### src/hw/rtl/balance_position_pid_macros.svh
// ---------------------------------------------------------------------------
// Assertion macros for the balance/position controller
// Concurrent checks compile away when SYNTHESIS is defined.
// ---------------------------------------------------------------------------
`ifndef BALANCE_POSITION_PID_MACROS_SVH
`define BALANCE_POSITION_PID_MACROS_SVH

`ifndef SYNTHESIS
// Check a property on every rising clock edge outside reset
`define BPP_ASSERT(name, clk, rstn, prop) \
  name: assert property (@(posedge clk) disable iff (!rstn) (prop)) \
    else $error("bpp assertion failed");
// Check that a condition in one cycle implies another in the next cycle
`define BPP_ASSERT_NEXT(name, clk, rstn, ante, cons) \
  name: assert property (@(posedge clk) disable iff (!rstn) (ante) |=> (cons)) \
    else $error("bpp assertion failed");
`else
`define BPP_ASSERT(name, clk, rstn, prop)
`define BPP_ASSERT_NEXT(name, clk, rstn, ante, cons)
`endif

`endif

### src/hw/rtl/bpp_pkg.sv
// ---------------------------------------------------------------------------
// bpp_pkg
// Widths, reset values, register map and stage types of the controller.
// ---------------------------------------------------------------------------
package bpp_pkg;

  // Field widths
  localparam int PITCH_W  = 17;
  localparam int COUNT_W  = 16;
  localparam int GAIN_W   = 16;
  localparam int WIN_W    = 16;
  localparam int LIMIT_W  = 12;
  localparam int DRIVE_W  = 13;
  localparam int PERR_W   = 18;
  localparam int AERR_W   = 18;
  localparam int INTEG_W  = 32;

  // Configuration port
  localparam int DATA_W   = 32;
  localparam int ADDR_W   = 5;

  // Fraction bits dropped from each loop sum
  localparam int BAL_FRAC = 16;
  localparam int POS_FRAC = 8;

  // Derived datapath widths
  localparam int DERR_W   = AERR_W + 1;
  localparam int DPERR_W  = PERR_W + 1;
  localparam int SGAIN_W  = GAIN_W + 1;
  localparam int PBP_W    = SGAIN_W + AERR_W;
  localparam int PBI_W    = SGAIN_W + INTEG_W;
  localparam int PBD_W    = SGAIN_W + DERR_W;
  localparam int PPP_W    = SGAIN_W + PERR_W;
  localparam int PPD_W    = SGAIN_W + DPERR_W;
  localparam int BSUM_W   = PBI_W + 1;
  localparam int PSUM_W   = PPD_W + 1;
  localparam int BAL_W    = BSUM_W - BAL_FRAC;
  localparam int POS_W    = PSUM_W - POS_FRAC;
  localparam int DRV_W    = BAL_W + 1;

  // Register reset values
  localparam logic signed [PITCH_W-1:0] RST_TARGET_PITCH = '0;
  localparam logic [GAIN_W-1:0]  RST_KP_BALANCE    = 16'd5120;
  localparam logic [GAIN_W-1:0]  RST_KI_BALANCE    = 16'd0;
  localparam logic [GAIN_W-1:0]  RST_KD_BALANCE    = 16'd1280;
  localparam logic [GAIN_W-1:0]  RST_KP_POSITION   = 16'd205;
  localparam logic [GAIN_W-1:0]  RST_KD_POSITION   = 16'd26;
  localparam logic [WIN_W-1:0]   RST_INT_WINDOW    = 16'd5120;
  localparam logic [LIMIT_W-1:0] RST_OUTPUT_LIMIT  = 12'd1000;

  // Register map, word index
  typedef enum logic [ADDR_W-3:0] {
    REG_TARGET_PITCH = 3'd0,
    REG_KP_BALANCE   = 3'd1,
    REG_KI_BALANCE   = 3'd2,
    REG_KD_BALANCE   = 3'd3,
    REG_KP_POSITION  = 3'd4,
    REG_KD_POSITION  = 3'd5,
    REG_INT_WINDOW   = 3'd6,
    REG_OUTPUT_LIMIT = 3'd7
  } reg_idx_e;

  typedef struct packed {
    logic signed [PITCH_W-1:0] target_pitch;
    logic [GAIN_W-1:0]         kp_balance;
    logic [GAIN_W-1:0]         ki_balance;
    logic [GAIN_W-1:0]         kd_balance;
    logic [GAIN_W-1:0]         kp_position;
    logic [GAIN_W-1:0]         kd_position;
    logic [WIN_W-1:0]          integral_window;
    logic [LIMIT_W-1:0]        output_limit;
  } cfg_t;

  // Errors and integral of one transaction
  typedef struct packed {
    logic signed [AERR_W-1:0]  aerr;
    logic signed [INTEG_W-1:0] integ;
    logic signed [DERR_W-1:0]  daerr;
    logic signed [PERR_W-1:0]  perr;
    logic signed [DPERR_W-1:0] dperr;
  } front_t;

  // Gain products of one transaction
  typedef struct packed {
    logic signed [PBP_W-1:0]  bal_p;
    logic signed [PBI_W-1:0]  bal_i;
    logic signed [PBD_W-1:0]  bal_d;
    logic signed [PPP_W-1:0]  pos_p;
    logic signed [PPD_W-1:0]  pos_d;
    logic signed [PERR_W-1:0] perr;
  } prod_t;

endpackage

### src/hw/rtl/bpp_mult.sv
// ---------------------------------------------------------------------------
// bpp_mult
// Product stage: the five gain multiplications of both loops.
// ---------------------------------------------------------------------------
module bpp_mult
  import bpp_pkg::*;
(
  input  logic   clk_i,
  input  logic   rst_ni,
  input  cfg_t   cfg_i,
  input  logic   valid_i,
  output logic   ready_o,
  input  front_t data_i,
  output logic   valid_o,
  input  logic   ready_i,
  output prod_t  data_o
);

  logic                      valid_q;
  prod_t                     data_q;
  prod_t                     data_d;
  logic signed [SGAIN_W-1:0] kpb, kib, kdb, kpp, kdp;
  logic signed [AERR_W-1:0]  aerr;
  logic signed [INTEG_W-1:0] integ;
  logic signed [DERR_W-1:0]  daerr;
  logic signed [PERR_W-1:0]  perr;
  logic signed [DPERR_W-1:0] dperr;

  assign ready_o = !valid_q || ready_i;
  assign valid_o = valid_q;
  assign data_o  = data_q;

  // Multiply each error term by its gain
  always_comb begin
    kpb   = $signed({1'b0, cfg_i.kp_balance});
    kib   = $signed({1'b0, cfg_i.ki_balance});
    kdb   = $signed({1'b0, cfg_i.kd_balance});
    kpp   = $signed({1'b0, cfg_i.kp_position});
    kdp   = $signed({1'b0, cfg_i.kd_position});
    aerr  = $signed(data_i.aerr);
    integ = $signed(data_i.integ);
    daerr = $signed(data_i.daerr);
    perr  = $signed(data_i.perr);
    dperr = $signed(data_i.dperr);
    data_d.bal_p = PBP_W'(kpb) * PBP_W'(aerr);
    data_d.bal_i = PBI_W'(kib) * PBI_W'(integ);
    data_d.bal_d = PBD_W'(kdb) * PBD_W'(daerr);
    data_d.pos_p = PPP_W'(kpp) * PPP_W'(perr);
    data_d.pos_d = PPD_W'(kdp) * PPD_W'(dperr);
    data_d.perr  = perr;
  end

  // Advance stage valid
  always_ff @(posedge clk_i or negedge rst_ni) begin
    if (!rst_ni) begin
      valid_q <= 1'b0;
    end else if (ready_o) begin
      valid_q <= valid_i;
    end
  end

  // Capture products
  always_ff @(posedge clk_i) begin
    if (valid_i && ready_o) begin
      data_q <= data_d;
    end
  end

endmodule

### config.mk
export PLATFORM = sky130hd
export DESIGN_NAME = bpp_mult
export DESIGN_NICKNAME = d
export VERILOG_FILES = /design/src/hw/rtl/balance_position_pid_macros.svh /design/src/hw/rtl/bpp_pkg.sv /design/src/hw/rtl/bpp_mult.sv
export SDC_FILE = /design/constraint.sdc
export NUM_CORES = 2
export LEC_CHECK = 0
export ABC_CLOCK_PERIOD_IN_PS = 5400
export BUFFER_PORTS_ARGS = -buffer_cell sky130_fd_sc_hd__buf_4
export CAP_MARGIN = 0
export CORE_ASPECT_RATIO = 1.4
export CORE_MARGIN = 2
export CORE_UTILIZATION = 40
export DETAILED_ROUTE_END_ITERATION = 7
export PLACE_DENSITY = 0.65
export SETUP_SLACK_MARGIN = 0.3
export SLEW_MARGIN = 20
export SYNTH_ARGS = -nofsm -noshare
export SYNTH_HDL_FRONTEND = slang
export SYNTH_SLANG_ARGS = --single-unit
export TNS_END_PERCENT = 5
### constraint.sdc
create_clock -name clk_i -period 5.4 [get_ports clk_i]
set_input_delay 0.81 -clock clk_i [delete_from_list [all_inputs] [get_ports clk_i]]
set_output_delay 0.81 -clock clk_i [all_outputs]
set_load 0.1 [all_outputs]
==> metrics.md <==
| Metric | Value |
|---|---|
| Buffers on Ports | 400 |
| Synth Area in Adders | 57.4% |
| Routed wire length | 187000 um |
| Final setup margin | -0.696 ns |
| Die W | 356 um |
| Transition time of the tightest slew-check pin | 1.08 ns |
| Die Y | 497 um |
| Row cnt | 180 |
| F_max | 0.164 GHz |
| Average cell area after synthesis | 9.41 um2 |
| Nets | 11000 |
| Slew HR | 27.8% |
| Post-DP HPWL | 164000 um |
| Reg2Reg Depth | 3 |
| Post-Synth Simple-Gate Area | 14.2% |
| GRT Resource Usage Total | 21.9% |
| Htree depth | 1 |
| Initial core utilization | 40.3% |
| RSZ-0062 raised after global routing | yes |
| Commonest non-fill, non-tap cell in the layout | inv_1 |
| Worst Hold Depth | 2 |
| Cells after Synth | 7370 |
| Register area | 6300 um2 |
| Worst Setup End Kind | flip-flop |
| Top-level I/O count | 446 |
| GR Overflow Total | 0 |
| DRT antenna net count | 0 |
| Cell Area, Synth | 69300 um2 |
| Yosys Warn Count | 0 |
| Synth async-reset ratio | 0.476% |
| Clock period minus final worst setup slack | 6.10 ns |
| Max Slew Vio Count | 0 |
| Clock Pin Slew Worst Setup and Hold Paths | 0.06 ns |
| Crit-path max FO | 7 |
| First-pass GRT wire length | 305000 um |
| Initial DRT Pass Iterations | 7 |
| Final hold vios | 0 |
| Synthesized flop and latch total | 210 |
| Core area | 172000 um2 |
| Top_reg_cell synth | edfxtp_1 |
| Fillers | 15800 |
| Multiplexer share of the synthesized area | 0.0577% |
| WP data required | 5.84 ns |
| Hold crit path type | in2reg |
| Area of the multi-input gates | 56000 um2 |
| Max-Cap Viols | 0 |
| Fin crit share | 113% |
| # clock sinks | 210 |
| Wire per inst | 17.2 um |
| DRT iter0 DRCs | 2181 |
| Largest family of logic cells by synthesized area | adder cells |
| Worst setup SP type | input pin |
| EDFF count, synth | 209 |
| Via count | 52600 |
| Area of the die | 177000 um2 |
| TritonCTS clock tree | yes |
| Pre-CTS WS | -1.78 ns |
| Clock Latency Late Sink | 0.66 ns |
| Root Driver | clkbuf_16 |
| Antenna violations before repair | 10 |
| Post-synthesis sequential area ratio | 9.09% |
| Share of layout cells above drive strength 1 | 21.4% |
| Commonest non-fill, non-tap cells in the layout | inv_1 (2031), fa_1 (1636), buf_4 (1329) |
| Clk buf depth | 3 |
| DRC | 0 |
| Netlist cell types | 72 |
| Vias in the first global route | 59900 |
| RePlAce Congestion | 0.923 |
| Worst Setup Path Type | in2reg |
| Largest net degree at the start of global routing | 109 |
| Vias per cell | 4.84 |
| Compound-Gate Fraction of Synth Area | 4.29% |
| Min Hold Slack | 0.363 ns |
| Synth Net Count | 9771 |
| Setup Skew | 0.0157 ns |
| P&R area growth vs syn | 23.5% |
| Status | finished with violations |
| Failing checks | negative setup slack |
| CP arrival | 6.54 ns |
| Finish-stage setup viols | 92 |
| Number of buffers created by CTS | 31 |
| Post-Synth XOR/XNOR Area | 2.41% |
==> cells by family after synthesis <==
kind of cell             count (synthesis)
adder cells (fa/ha/maj)               2166
multiplexers                             4
buffers and inverters                 2334
flip-flops                             210
AO/OA/AOI/OAI                          451
XOR/XNOR                               191
AND/OR/NAND/NOR                       2014
==> registers in the layout (all words and copies together), names as in the netlist <==
name     count
data_o     209
valid_o      1
==> area by class of cell <==
type | count | share of cell area [%]
clock inverter | 20 | 0.248
clock buffer | 35 | 0.923
inverter | 2062 | 9.04
tap | 2275 | 3.32
timing repair buffer | 1450 | 13.7
antenna | 1 | 0.00292
sequential | 210 | 7.36
multi-input combinational | 4826 | 65.4
==> critical path: stages <==
cell,delay (ns)
buf_6,0.13
and2_4,0.14
fa_1,0.53
inv_1,0.05
fa_1,0.46
fa_1,0.54
inv_2,0.05
fa_2,0.49
fa_1,0.49
inv_1,0.05
fa_1,0.50
inv_2,0.05
ha_4,0.22
inv_1,0.08
o21bai_1,0.08
a211o_1,0.29
o211ai_1,0.12
nand4b_1,0.19
o2111a_2,0.36
o211a_1,0.25
or4_1,0.47
o211ai_1,0.17
==> path summary, 6_finish.rpt <==
| path | from | end | slack (ns) |
|---|---|---|---|
| setup / recovery | data_i[46] | data_o[121] | -0.70 |
| hold / removal | valid_i | valid_o | 0.36 |
| setup reg to reg | valid_o | data_o[172] | 3.32 |
| hold reg to reg | valid_o | valid_o | 0.56 |
| max in group asynchronous | rst_ni | valid_o | 4.84 |
| min in group asynchronous | rst_ni | valid_o | 0.48 |
==> what timing repair did <==
item | 4_1_cts | 5_1_grt
buffers inserted | 14 | 10
cloned | 0 | 1
endpoints found under the setup margin | 122 | 126
hold endpoints to repair | 1 | 0
pin swaps | 181 | 101
hold buffers | 1 | 0
gates resized for setup | 340 | 179
==> synth_stat cells, types with 64 or more instances <==
master / n / area (um2)
nand2_1: 1020 / 3830
ha_1: 477 / 5970
a21oi_1: 144 / 721
xnor2_1: 147 / 1290
edfxtp_1: 209 / 6280
fa_1: 1689 / 33800
inv_1: 2062 / 7740
nor2_1: 81 / 304
clkbuf_1: 268 / 1010
and2_1: 758 / 4740
a21o_1: 77 / 578
o21ai_0: 64 / 320
==> per-stage QoR <==
| step | area (um2) | TNS [ns] | util, % | cells |
|---|---|---|---|---|
| 6_report | 85600 | -31.97 | 49.8 | 10900 |
| 5_1_grt | 85600 | -46.73 | 49.8 | 10900 |
| 4_1_cts | 84800 | -28.00 | 49.3 | 10900 |
| 3_5_place_dp | 82200 | -141.96 | 47.8 | 10800 |
| 3_3_place_gp | 82200 | -136.98 | 47.8 | 10800 |
| 2_1_floorplan | 69300 | -95.29 | - | 7370 |
==> metal layers <==
layer	vias to the layer above	GRT usage, %	routed length, um	share of wire (%)
li1	23700	-	-	-
met1	27200	23.6	65500	35
met2	1244	41.2	101000	54
met3	490	3.80	10100	5.4
met4	12	10.6	10500	5.6
met5	-	0	80	0.043
Power is left out: the tool's default activity adds up to more than one toggle a clock period on the data nets, which glitch-free logic cannot reach.
