File: src/hw/rtl/balance_position_pid_macros.svh
// ---------------------------------------------------------------------------
// Assertion macros for the balance/position controller
// Concurrent checks compile away when SYNTHESIS is defined.
// ---------------------------------------------------------------------------
`ifndef BALANCE_POSITION_PID_MACROS_SVH
`define BALANCE_POSITION_PID_MACROS_SVH

`ifndef SYNTHESIS
// Check a property on every rising clock edge outside reset
`define BPP_ASSERT(name, clk, rstn, prop) \
  name: assert property (@(posedge clk) disable iff (!rstn) (prop)) \
    else $error("bpp assertion failed");
// Check that a condition in one cycle implies another in the next cycle
`define BPP_ASSERT_NEXT(name, clk, rstn, ante, cons) \
  name: assert property (@(posedge clk) disable iff (!rstn) (ante) |=> (cons)) \
    else $error("bpp assertion failed");
`else
`define BPP_ASSERT(name, clk, rstn, prop)
`define BPP_ASSERT_NEXT(name, clk, rstn, ante, cons)
`endif

`endif

File: src/hw/rtl/bpp_pkg.sv
// ---------------------------------------------------------------------------
// bpp_pkg
// Widths, reset values, register map and stage types of the controller.
// ---------------------------------------------------------------------------
package bpp_pkg;

  // Field widths
  localparam int PITCH_W  = 17;
  localparam int COUNT_W  = 16;
  localparam int GAIN_W   = 16;
  localparam int WIN_W    = 16;
  localparam int LIMIT_W  = 12;
  localparam int DRIVE_W  = 13;
  localparam int PERR_W   = 18;
  localparam int AERR_W   = 18;
  localparam int INTEG_W  = 32;

  // Configuration port
  localparam int DATA_W   = 32;
  localparam int ADDR_W   = 5;

  // Fraction bits dropped from each loop sum
  localparam int BAL_FRAC = 16;
  localparam int POS_FRAC = 8;

  // Derived datapath widths
  localparam int DERR_W   = AERR_W + 1;
  localparam int DPERR_W  = PERR_W + 1;
  localparam int SGAIN_W  = GAIN_W + 1;
  localparam int PBP_W    = SGAIN_W + AERR_W;
  localparam int PBI_W    = SGAIN_W + INTEG_W;
  localparam int PBD_W    = SGAIN_W + DERR_W;
  localparam int PPP_W    = SGAIN_W + PERR_W;
  localparam int PPD_W    = SGAIN_W + DPERR_W;
  localparam int BSUM_W   = PBI_W + 1;
  localparam int PSUM_W   = PPD_W + 1;
  localparam int BAL_W    = BSUM_W - BAL_FRAC;
  localparam int POS_W    = PSUM_W - POS_FRAC;
  localparam int DRV_W    = BAL_W + 1;

  // Register reset values
  localparam logic signed [PITCH_W-1:0] RST_TARGET_PITCH = '0;
  localparam logic [GAIN_W-1:0]  RST_KP_BALANCE    = 16'd5120;
  localparam logic [GAIN_W-1:0]  RST_KI_BALANCE    = 16'd0;
  localparam logic [GAIN_W-1:0]  RST_KD_BALANCE    = 16'd1280;
  localparam logic [GAIN_W-1:0]  RST_KP_POSITION   = 16'd205;
  localparam logic [GAIN_W-1:0]  RST_KD_POSITION   = 16'd26;
  localparam logic [WIN_W-1:0]   RST_INT_WINDOW    = 16'd5120;
  localparam logic [LIMIT_W-1:0] RST_OUTPUT_LIMIT  = 12'd1000;

  // Register map, word index
  typedef enum logic [ADDR_W-3:0] {
    REG_TARGET_PITCH = 3'd0,
    REG_KP_BALANCE   = 3'd1,
    REG_KI_BALANCE   = 3'd2,
    REG_KD_BALANCE   = 3'd3,
    REG_KP_POSITION  = 3'd4,
    REG_KD_POSITION  = 3'd5,
    REG_INT_WINDOW   = 3'd6,
    REG_OUTPUT_LIMIT = 3'd7
  } reg_idx_e;

  typedef struct packed {
    logic signed [PITCH_W-1:0] target_pitch;
    logic [GAIN_W-1:0]         kp_balance;
    logic [GAIN_W-1:0]         ki_balance;
    logic [GAIN_W-1:0]         kd_balance;
    logic [GAIN_W-1:0]         kp_position;
    logic [GAIN_W-1:0]         kd_position;
    logic [WIN_W-1:0]          integral_window;
    logic [LIMIT_W-1:0]        output_limit;
  } cfg_t;

  // Errors and integral of one transaction
  typedef struct packed {
    logic signed [AERR_W-1:0]  aerr;
    logic signed [INTEG_W-1:0] integ;
    logic signed [DERR_W-1:0]  daerr;
    logic signed [PERR_W-1:0]  perr;
    logic signed [DPERR_W-1:0] dperr;
  } front_t;

  // Gain products of one transaction
  typedef struct packed {
    logic signed [PBP_W-1:0]  bal_p;
    logic signed [PBI_W-1:0]  bal_i;
    logic signed [PBD_W-1:0]  bal_d;
    logic signed [PPP_W-1:0]  pos_p;
    logic signed [PPD_W-1:0]  pos_d;
    logic signed [PERR_W-1:0] perr;
  } prod_t;

endpackage

File: src/hw/rtl/bpp_cfg.sv
// ---------------------------------------------------------------------------
// bpp_cfg
// APB register file holding target, gains, integration window and limit.
// ---------------------------------------------------------------------------
module bpp_cfg
  import bpp_pkg::*;
(
  input  logic              clk_i,
  input  logic              rst_ni,
  input  logic              psel,
  input  logic              penable,
  input  logic              pwrite,
  input  logic [ADDR_W-1:0] paddr,
  input  logic [DATA_W-1:0] pwdata,
  output logic [DATA_W-1:0] prdata,
  output logic              pready,
  output cfg_t              cfg_o
);

  cfg_t     cfg_q;
  logic     wr;
  reg_idx_e idx;

  assign pready = 1'b1;
  assign wr     = psel & penable & pwrite;
  assign idx    = reg_idx_e'(paddr[ADDR_W-1:2]);
  assign cfg_o  = cfg_q;

  // Write registers on the access phase
  always_ff @(posedge clk_i or negedge rst_ni) begin
    if (!rst_ni) begin
      cfg_q.target_pitch    <= RST_TARGET_PITCH;
      cfg_q.kp_balance      <= RST_KP_BALANCE;
      cfg_q.ki_balance      <= RST_KI_BALANCE;
      cfg_q.kd_balance      <= RST_KD_BALANCE;
      cfg_q.kp_position     <= RST_KP_POSITION;
      cfg_q.kd_position     <= RST_KD_POSITION;
      cfg_q.integral_window <= RST_INT_WINDOW;
      cfg_q.output_limit    <= RST_OUTPUT_LIMIT;
    end else if (wr) begin
      unique case (idx)
        REG_TARGET_PITCH: cfg_q.target_pitch    <= $signed(pwdata[PITCH_W-1:0]);
        REG_KP_BALANCE:   cfg_q.kp_balance      <= pwdata[GAIN_W-1:0];
        REG_KI_BALANCE:   cfg_q.ki_balance      <= pwdata[GAIN_W-1:0];
        REG_KD_BALANCE:   cfg_q.kd_balance      <= pwdata[GAIN_W-1:0];
        REG_KP_POSITION:  cfg_q.kp_position     <= pwdata[GAIN_W-1:0];
        REG_KD_POSITION:  cfg_q.kd_position     <= pwdata[GAIN_W-1:0];
        REG_INT_WINDOW:   cfg_q.integral_window <= pwdata[WIN_W-1:0];
        REG_OUTPUT_LIMIT: cfg_q.output_limit    <= pwdata[LIMIT_W-1:0];
        default:          cfg_q.output_limit    <= cfg_q.output_limit;
      endcase
    end
  end

  // Read back the addressed register
  always_comb begin
    unique case (idx)
      REG_TARGET_PITCH: prdata = DATA_W'(cfg_q.target_pitch);
      REG_KP_BALANCE:   prdata = DATA_W'(cfg_q.kp_balance);
      REG_KI_BALANCE:   prdata = DATA_W'(cfg_q.ki_balance);
      REG_KD_BALANCE:   prdata = DATA_W'(cfg_q.kd_balance);
      REG_KP_POSITION:  prdata = DATA_W'(cfg_q.kp_position);
      REG_KD_POSITION:  prdata = DATA_W'(cfg_q.kd_position);
      REG_INT_WINDOW:   prdata = DATA_W'(cfg_q.integral_window);
      REG_OUTPUT_LIMIT: prdata = DATA_W'(cfg_q.output_limit);
      default:          prdata = '0;
    endcase
  end

endmodule

File: config.mk
export PLATFORM = sky130hd
export DESIGN_NAME = bpp_cfg
export DESIGN_NICKNAME = d
export VERILOG_FILES = /design/src/hw/rtl/balance_position_pid_macros.svh /design/src/hw/rtl/bpp_pkg.sv /design/src/hw/rtl/bpp_cfg.sv
export SDC_FILE = /design/constraint.sdc
export NUM_CORES = 1
export LEC_CHECK = 0
export BUFFER_PORTS_ARGS = -buffer_cell sky130_fd_sc_hd__buf_2
export CAP_MARGIN = 30
export CORE_AREA = 10 10 142 144
export CTS_BUF_LIST = sky130_fd_sc_hd__clkbuf_8 sky130_fd_sc_hd__clkbuf_16
export DETAILED_ROUTE_END_ITERATION = 6
export DIE_AREA = 0 0 152 154
export GPL_ROUTABILITY_DRIVEN = 0
export GPL_TIMING_DRIVEN = 1
export PLACE_DENSITY = 0.6
export SYNTH_ARGS = -nofsm -noshare
export SYNTH_HDL_FRONTEND = slang
export SYNTH_SLANG_ARGS = --single-unit
export TNS_END_PERCENT = 5
File: constraint.sdc
create_clock -name clk_i -period 1.35 [get_ports clk_i]
set_input_delay 0.135 -clock clk_i [delete_from_list [all_inputs] [get_ports clk_i]]
set_output_delay 0.135 -clock clk_i [all_outputs]
set_load 0.01 [all_outputs]
==> results of run 1 <==
==> power breakdown <==
group	switching, mW	internal (mW)
Clock	1.81	2.74
Sequential	0.608	4.57
Combinational	1.54	1.60
==> path summary, 6_finish.rpt <==
| kind | depth (start not counted) | endpoint | from |
|---|---|---|---|
| worst max register to register | 2 | cfg_o[40]$_DFFE_PN0P_ | cfg_o[40]$_DFFE_PN0P_ |
| worst min-delay path | 2 | cfg_o[122]$_DFFE_PN0P_ | pwdata[14] |
| worst min register to register | 1 | cfg_o[75]$_DFFE_PN0P_ | cfg_o[75]$_DFFE_PN0P_ |
| min in group asynchronous | 2 | cfg_o[117]$_DFFE_PN0P_ | rst_ni |
| max in group asynchronous | 3 | cfg_o[104]$_DFFE_PN1P_ | rst_ni |
| worst max-delay path | 5 | prdata[12] | cfg_o[24]$_DFFE_PN1P_ |
==> cell type report <==
type                            instances  share of cell area (%)
Clock inverter                         15                    2.02
Clock buffer                           17                    5.16
Tap cell                              225                    3.41
Sequential cell                       125                    38.2
Timing Repair Buffer                  244                    19.7
Inverter                                1                   0.106
Multi-Input combinational cell        267                    31.4
==> stage by stage <==
stage	setup TNS, ps	setup WS [ps]	cell area (um^2)	std cells
floorplan	-1460	-46.7	5980	435
global placement	-15170	-242	7530	860
detailed placement	-17750	-227	7530	860
CTS	-5830	-586	8190	894
global route	-7760	-649	8250	894
finish	-5030	-569	8250	894
==> cells in the final DEF (no fill, tap or decap), types with 7 or more instances in the layout <==
master,netlist,routed
mux2_2,115,115
nand2_1,7,7
mux2_4,10,10
clkbuf_16,0,17
dfstp_2,20,20
dfrtp_1,105,105
o22ai_1,10,10
buf_2,5,174
nor2_1,19,17
mux2i_1,38,38
o22a_1,10,10
a211oi_1,14,9
buf_4,25,46
buf_12,0,16
==> worst max-delay path: cells and delay by family (launching register included) <==
family                 cells  cell delay [ps]
AOI/OAI and AO/OA          2              210
buffers and inverters      1              160
DFF                        1              520
and+or+nand+nor            2              470
==> kinds of logic after synthesis <==
kind of cell / after synthesis / share of synthesized area (%)
other: 1 / 0.0628
multiplexers: 163 / 30.6
AND/OR/NAND/NOR: 49 / 4.99
buffers and inverters: 43 / 5.03
flip-flops: 125 / 52.8
AO/OA/AOI/OAI: 54 / 6.48
==> layer usage <==
metal  track usage (%)  up-vias  routed length [um]
met1              20.8     2308                8610
met5                 0        -                   0
met3              5.36       19                1350
li1                  -     2032                   -
met2              28.6      175                9840
met4              4.77        0                 248
==> timing repair <==
action / in CTS / in global routing
setup endpoints to repair: 32 / 36
hold buffers: 2 / 0
endpoints found under the hold margin: 51 / 0
resized for setup: 8 / 13
pin swaps: 12 / 3
==> impl_metrics.py, run 1 <==
metrics = {
    "detailed_routing": {
        "postRouteAntennaNets": 0,
        "vias": 4534,
        "via_per_inst": 5.07,
        "initialDrtViolationCount": 183,
        "wl_um": 20000,
        "remaining_drc_errors": 0,
        "drt_pass1_iterations": 6,
        "wl_per_cell_um": 22.4,
    },
    "clocking": {
        "clk_pin_slew_ps": 60,
        "clock_latency_ps": 420,
        "cts_htree_levels": 4,
        "clockRootBuffer": "clkbuf_16",
        "cts_setup_buffers": 0,
        "cts_made_buffers": 17,
        "clockBufferDepth": 2,
        "cts_tree": "done",
        "clock_sink_count": 125,
    },
    "power": {
        "peakVddDrop_v": 0.000930,
        "p_total_mw": 12.9,
        "p_leak_nw": 4.05,
        "power.density_mw_per_mm2": 1560,
    },
    "yosys": {
        "synth_top_area_share_pct": 44.0,
        "async_reset_ff_share_pct": 100,
        "yosysWarnings": 0,
        "synth_flop_cell": "dfrtp_1",
        "syn_avg_cell_area_um2": 13.7,
        "synth_area_mm2": 0.00597,
        "syn-num-nets": 477,
        "synth.area.top_cells": "dfrtp_1, mux2_2, dfstp_2, mux2i_1, buf_4",
        "synth-edff-count": 0,
        "yosysTopAreaCell": "dfrtp_1",
        "synth.top_cells.by_count": "mux2_2, dfrtp_1, mux2i_1, buf_4, dfstp_2",
        "synthCells": 435,
        "yosysMostFrequentCell": "mux2_2",
        "yosysUniqueCellTypes": 40,
        "yosysSeqAreaShare_pct": 52.8,
        "synth.ff_latch_count": 125,
    },
    "timing": {
        "finalHoldViolations": 0,
        "max_freq_mhz": 521,
        "period_minus_slack_ps": 1920,
        "rsz0062_at_grt": "yes",
        "maxSlewViolCount": 0,
        "fin_crit_sh_pct": 142,
        "whs_ps": 45.0,
        "setup_viol": 32,
        "finalWorstSetupSlack_ps": -569,
        "clock_skew_ps": 0,
    },
    "layout": {
        "diodes": 0,
        "register_area_mm2": 0.00315,
        "multiInputGateArea_mm2": 0.00259,
        "final_util_pct": 48.0,
        "area_growth_pct": 38.3,
        "largest_reg_flops": 125,
        "drive_gt1_share_pct": 66.4,
        "fin_nets": 698,
        "fill_cells": 1597,
    },
    "worst_setup_path": {
        "required_ps": 1220,
        "path_cells": "and3_1 -> a211oi_1 -> or3_1 -> a21oi_2 -> buf_2",
        "r2r_slack_ps": 460,
        "start_kind": "register",
        "crit_type": "register to output pin",
        "critPathCaptureType": "output pin",
        "cpMaxStageDelayCell": "dfstp_2",
        "cp.arrival_ps": 1780,
        "crit_fanout": 2,
        "max_stage_delay_ps": 520,
    },
    "placed_design": {
        "io_buffers": 181,
        "dp_hpwl_um": 14900,
    },
    "grt": {
        "grtUsageTotal_pct": 17.1,
        "first_global_vias": 5088,
        "antenna_found_initial": 0,
        "grt_first_pass_wirelength_um": 31300,
        "grt_overflow_total": 0,
        "grt_max_degree": 38,
    },
    "floorplan": {
        "die_area_mm2": 0.0234,
        "initial_utilization_pct": 34.7,
        "dieHeight_um": 154,
        "core_area_mm2": 0.0172,
        "io_pins": 200,
        "die_w_um": 152,
        "num_rows": 48,
    },
    "job": {
        "drv_cap": 0,
    },
    "run_status": {
        "violations": "setup timing",
        "status": "finished, violations left",
    },
    "hold_path": {
        "min_path_type": "input port to register",
    },
}
(Power assumes the default switching activity.)
==> inputs of run 2 (changes only) <==
ABC_AREA = 1   (was not set)
CORE_AREA = 10 10 145 147   (was 10 10 142 144)
DIE_AREA = 0 0 155 157   (was 0 0 152 154)
==> run 2 against run 1 <==
  * The flow still finishes with violations (setup timing)
  * Die area grew 4.0%
  * Sequential power hardly changed
  * Critical path type unchanged
  * Highest routed layer unchanged
  * Largest cell class unchanged
  * Power increased by 3.9%
  * Clock skew unchanged
  * Clock power is 4% higher
  * Core utilization is 1.1 points lower
  * Cell area grew 4.3%
==> impl_metrics.py, run 2 <==
metrics = {
    "run_status": {
        "status": "finished, violations left",
        "violations": "setup timing",
    },
    "floorplan": {
        "initial_utilization_pct": 34.0,
        "num_rows": 50,
        "core_area_mm2": 0.0183,
        "die_area_mm2": 0.0243,
        "io_pins": 200,
        "dieHeight_um": 157,
        "die_w_um": 155,
    },
    "worst_setup_path": {
        "cpMaxStageDelayCell": "dfstp_2",
        "critPathBufInv": 1,
        "path_cells": "nand4_1 -> nand2_1 -> nor2_4 -> nand3_2 -> buf_6",
        "required_ps": 1220,
        "critPathCaptureType": "output pin",
        "cpLargestDelayFamily": "flip-flops",
        "crit_type": "register to output pin",
        "start_kind": "register",
        "crit_fanout": 3,
        "cp.arrival_ps": 1400,
        "max_stage_delay_ps": 550,
    },
    "yosys": {
        "synth.ff_latch_count": 125,
        "async_reset_ff_share_pct": 100,
        "synthCells": 722,
        "yosysUniqueCellTypes": 31,
        "synthAdderAreaFrac_pct": 0,
        "yosysSeqAreaShare_pct": 50.5,
        "synth-edff-count": 0,
        "syn-num-nets": 764,
        "yosysTopAreaCell": "dfrtp_1",
        "yosysMostFrequentCell": "nand2_1",
        "synthSimpleGateAreaFrac_pct": 27.1,
        "synth_top_family_by_area": "simple AND/OR/NAND/NOR gates",
        "synth.area.top_cells": "dfrtp_1, nand2_1, dfstp_2, nand4_1, nor2_1",
        "synth_flop_cell": "dfrtp_1",
        "synth_area_mm2": 0.00624,
        "synth_top_area_share_pct": 42.1,
        "synth_compound_area_share_pct": 12.1,
        "yosysWarnings": 0,
        "synth.top_cells.by_count": "nand2_1, dfrtp_1, nor2_1, nand4_1, inv_1",
        "synthMuxAreaShare_pct": 0,
        "synth_xor_area_share_pct": 0,
        "syn_avg_cell_area_um2": 8.64,
    },
    "timing": {
        "setup_viol": 32,
        "maxSlewViolCount": 0,
        "period_minus_slack_ps": 1530,
        "finalWorstSetupSlack_ps": -184,
        "fin_crit_sh_pct": 114,
        "rsz0062_at_grt": "yes",
        "finalHoldViolations": 0,
        "clock_skew_ps": 0,
        "max_freq_mhz": 652,
    },
    "placed_design": {
        "io_buffers": 181,
        "dp_slack_ps": -116,
        "dp_cells": 1113,
        "dp_hpwl_um": 16100,
    },
    "grt": {
        "grtUsageTotal_pct": 17.8,
        "grt_first_pass_wirelength_um": 33600,
        "grt_max_degree": 45,
        "grt_overflow_total": 0,
        "antenna_found_initial": 0,
        "first_global_vias": 5822,
    },
    "layout": {
        "stdcell_count": 1174,
        "fin_nets": 969,
        "final_common_cell": "buf_2",
        "drive_gt1_share_pct": 39.1,
        "largest_reg_flops": 125,
        "diodes": 0,
        "area_growth_pct": 37.9,
        "mostFrequentLayoutCells": "buf_2, nand2_1, dfrtp_1",
    },
    "power": {
        "p_leak_nw": 4.42,
        "peakVddDrop_v": 0.000944,
        "power.density_mw_per_mm2": 1560,
    },
    "detailed_routing": {
        "via_per_inst": 4.93,
        "remaining_drc_errors": 0,
        "initialDrtViolationCount": 406,
        "vias": 5791,
        "postRouteAntennaNets": 0,
        "drt_pass1_iterations": 5,
        "wl_um": 22000,
        "wl_per_cell_um": 18.7,
    },
    "clocking": {
        "cts_made_buffers": 17,
        "cts_tree": "done",
        "cts_htree_levels": 4,
        "clockBufferDepth": 2,
        "clock_latency_ps": 410,
        "clockRootBuffer": "clkbuf_16",
        "clk_pin_slew_ps": 60,
        "clock_sink_count": 125,
    },
    "hold_path": {
        "min_path_type": "input port to async pin",
    },
    "job": {
        "drv_cap": 0,
    },
}
## run 2: stage by stage
step                      total power [mW]  hold WS (ps)  TNS (ps)  instance area [um^2]  utilization (%)
after floorplan                       6.81          -161         0                  6240                -
after global placement                8.45          58.9     -3170                  7570             41.3
after detailed placement              8.51          62.8     -4250                  7570             41.3
after CTS                             13.4           153     -3990                  8480             46.2
after global routing                  14.1           164     -5410                  8600             46.9
final                                 13.4           161     -3340                  8600             46.9
## run 2: cell type report
class	count	area, um^2
Inverter	40	155
Sequential cell	125	3150
Clock buffer	20	467
Tap cell	234	293
Fill cell	1814	9730
Clock inverter	12	146
Multi-Input combinational cell	487	2560
Timing Repair Buffer	256	1830
## run 2: worst register-to-register path: stages (launching register included)
cell,delay (ps)
dfstp_2,530
buf_4,110
nor2_1,40
a21oi_1,110
## run 2: worst paths after layout
path	startpoint	endpoint	slack, ps	cells after the start
max	cfg_o[8]$_DFFE_PN1P_	prdata[8]	-180	5
min	rst_ni	cfg_o[74]$_DFFE_PN0P_	160	2
max reg2reg	cfg_o[46]$_DFFE_PN1P_	cfg_o[46]$_DFFE_PN1P_	500	3
min reg2reg	cfg_o[68]$_DFFE_PN1P_	cfg_o[68]$_DFFE_PN1P_	490	2
max in group asynchronous	rst_ni	cfg_o[102]$_DFFE_PN1P_	540	3
min in group clk_i	psel	cfg_o[124]$_DFFE_PN0P_	250	5
## run 2: repair_timing
action	CTS	global route
hold endpoints to repair	113	0
pin swaps	20	15
gates resized for setup	19	22
hold buffers	18	0
setup buffers	7	5
endpoints found under the setup margin	32	35
## run 2: per-layer routing
layer	wire length, um	track usage (%)	up-vias
li1	-	-	2831
met1	8880	20.6	2748
met2	11200	30.5	196
met3	1670	6.25	16
met4	185	4.68	0
met5	0	0	-
## run 2: logic make-up (layout without fill, tap and decap cells)
family / count (synthesis) / in the layout
simple gates: 362 / 362
flops: 125 / 125
compound gates: 124 / 124
buf+inv: 110 / 328
other cells: 1 / 1
## run 2: where the power goes
group	internal (mW)	switching [mW]	leakage, nW
Sequential	4.62	0.597	1.52
Combinational	1.46	1.98	2.60
Clock	3.03	1.70	0.297
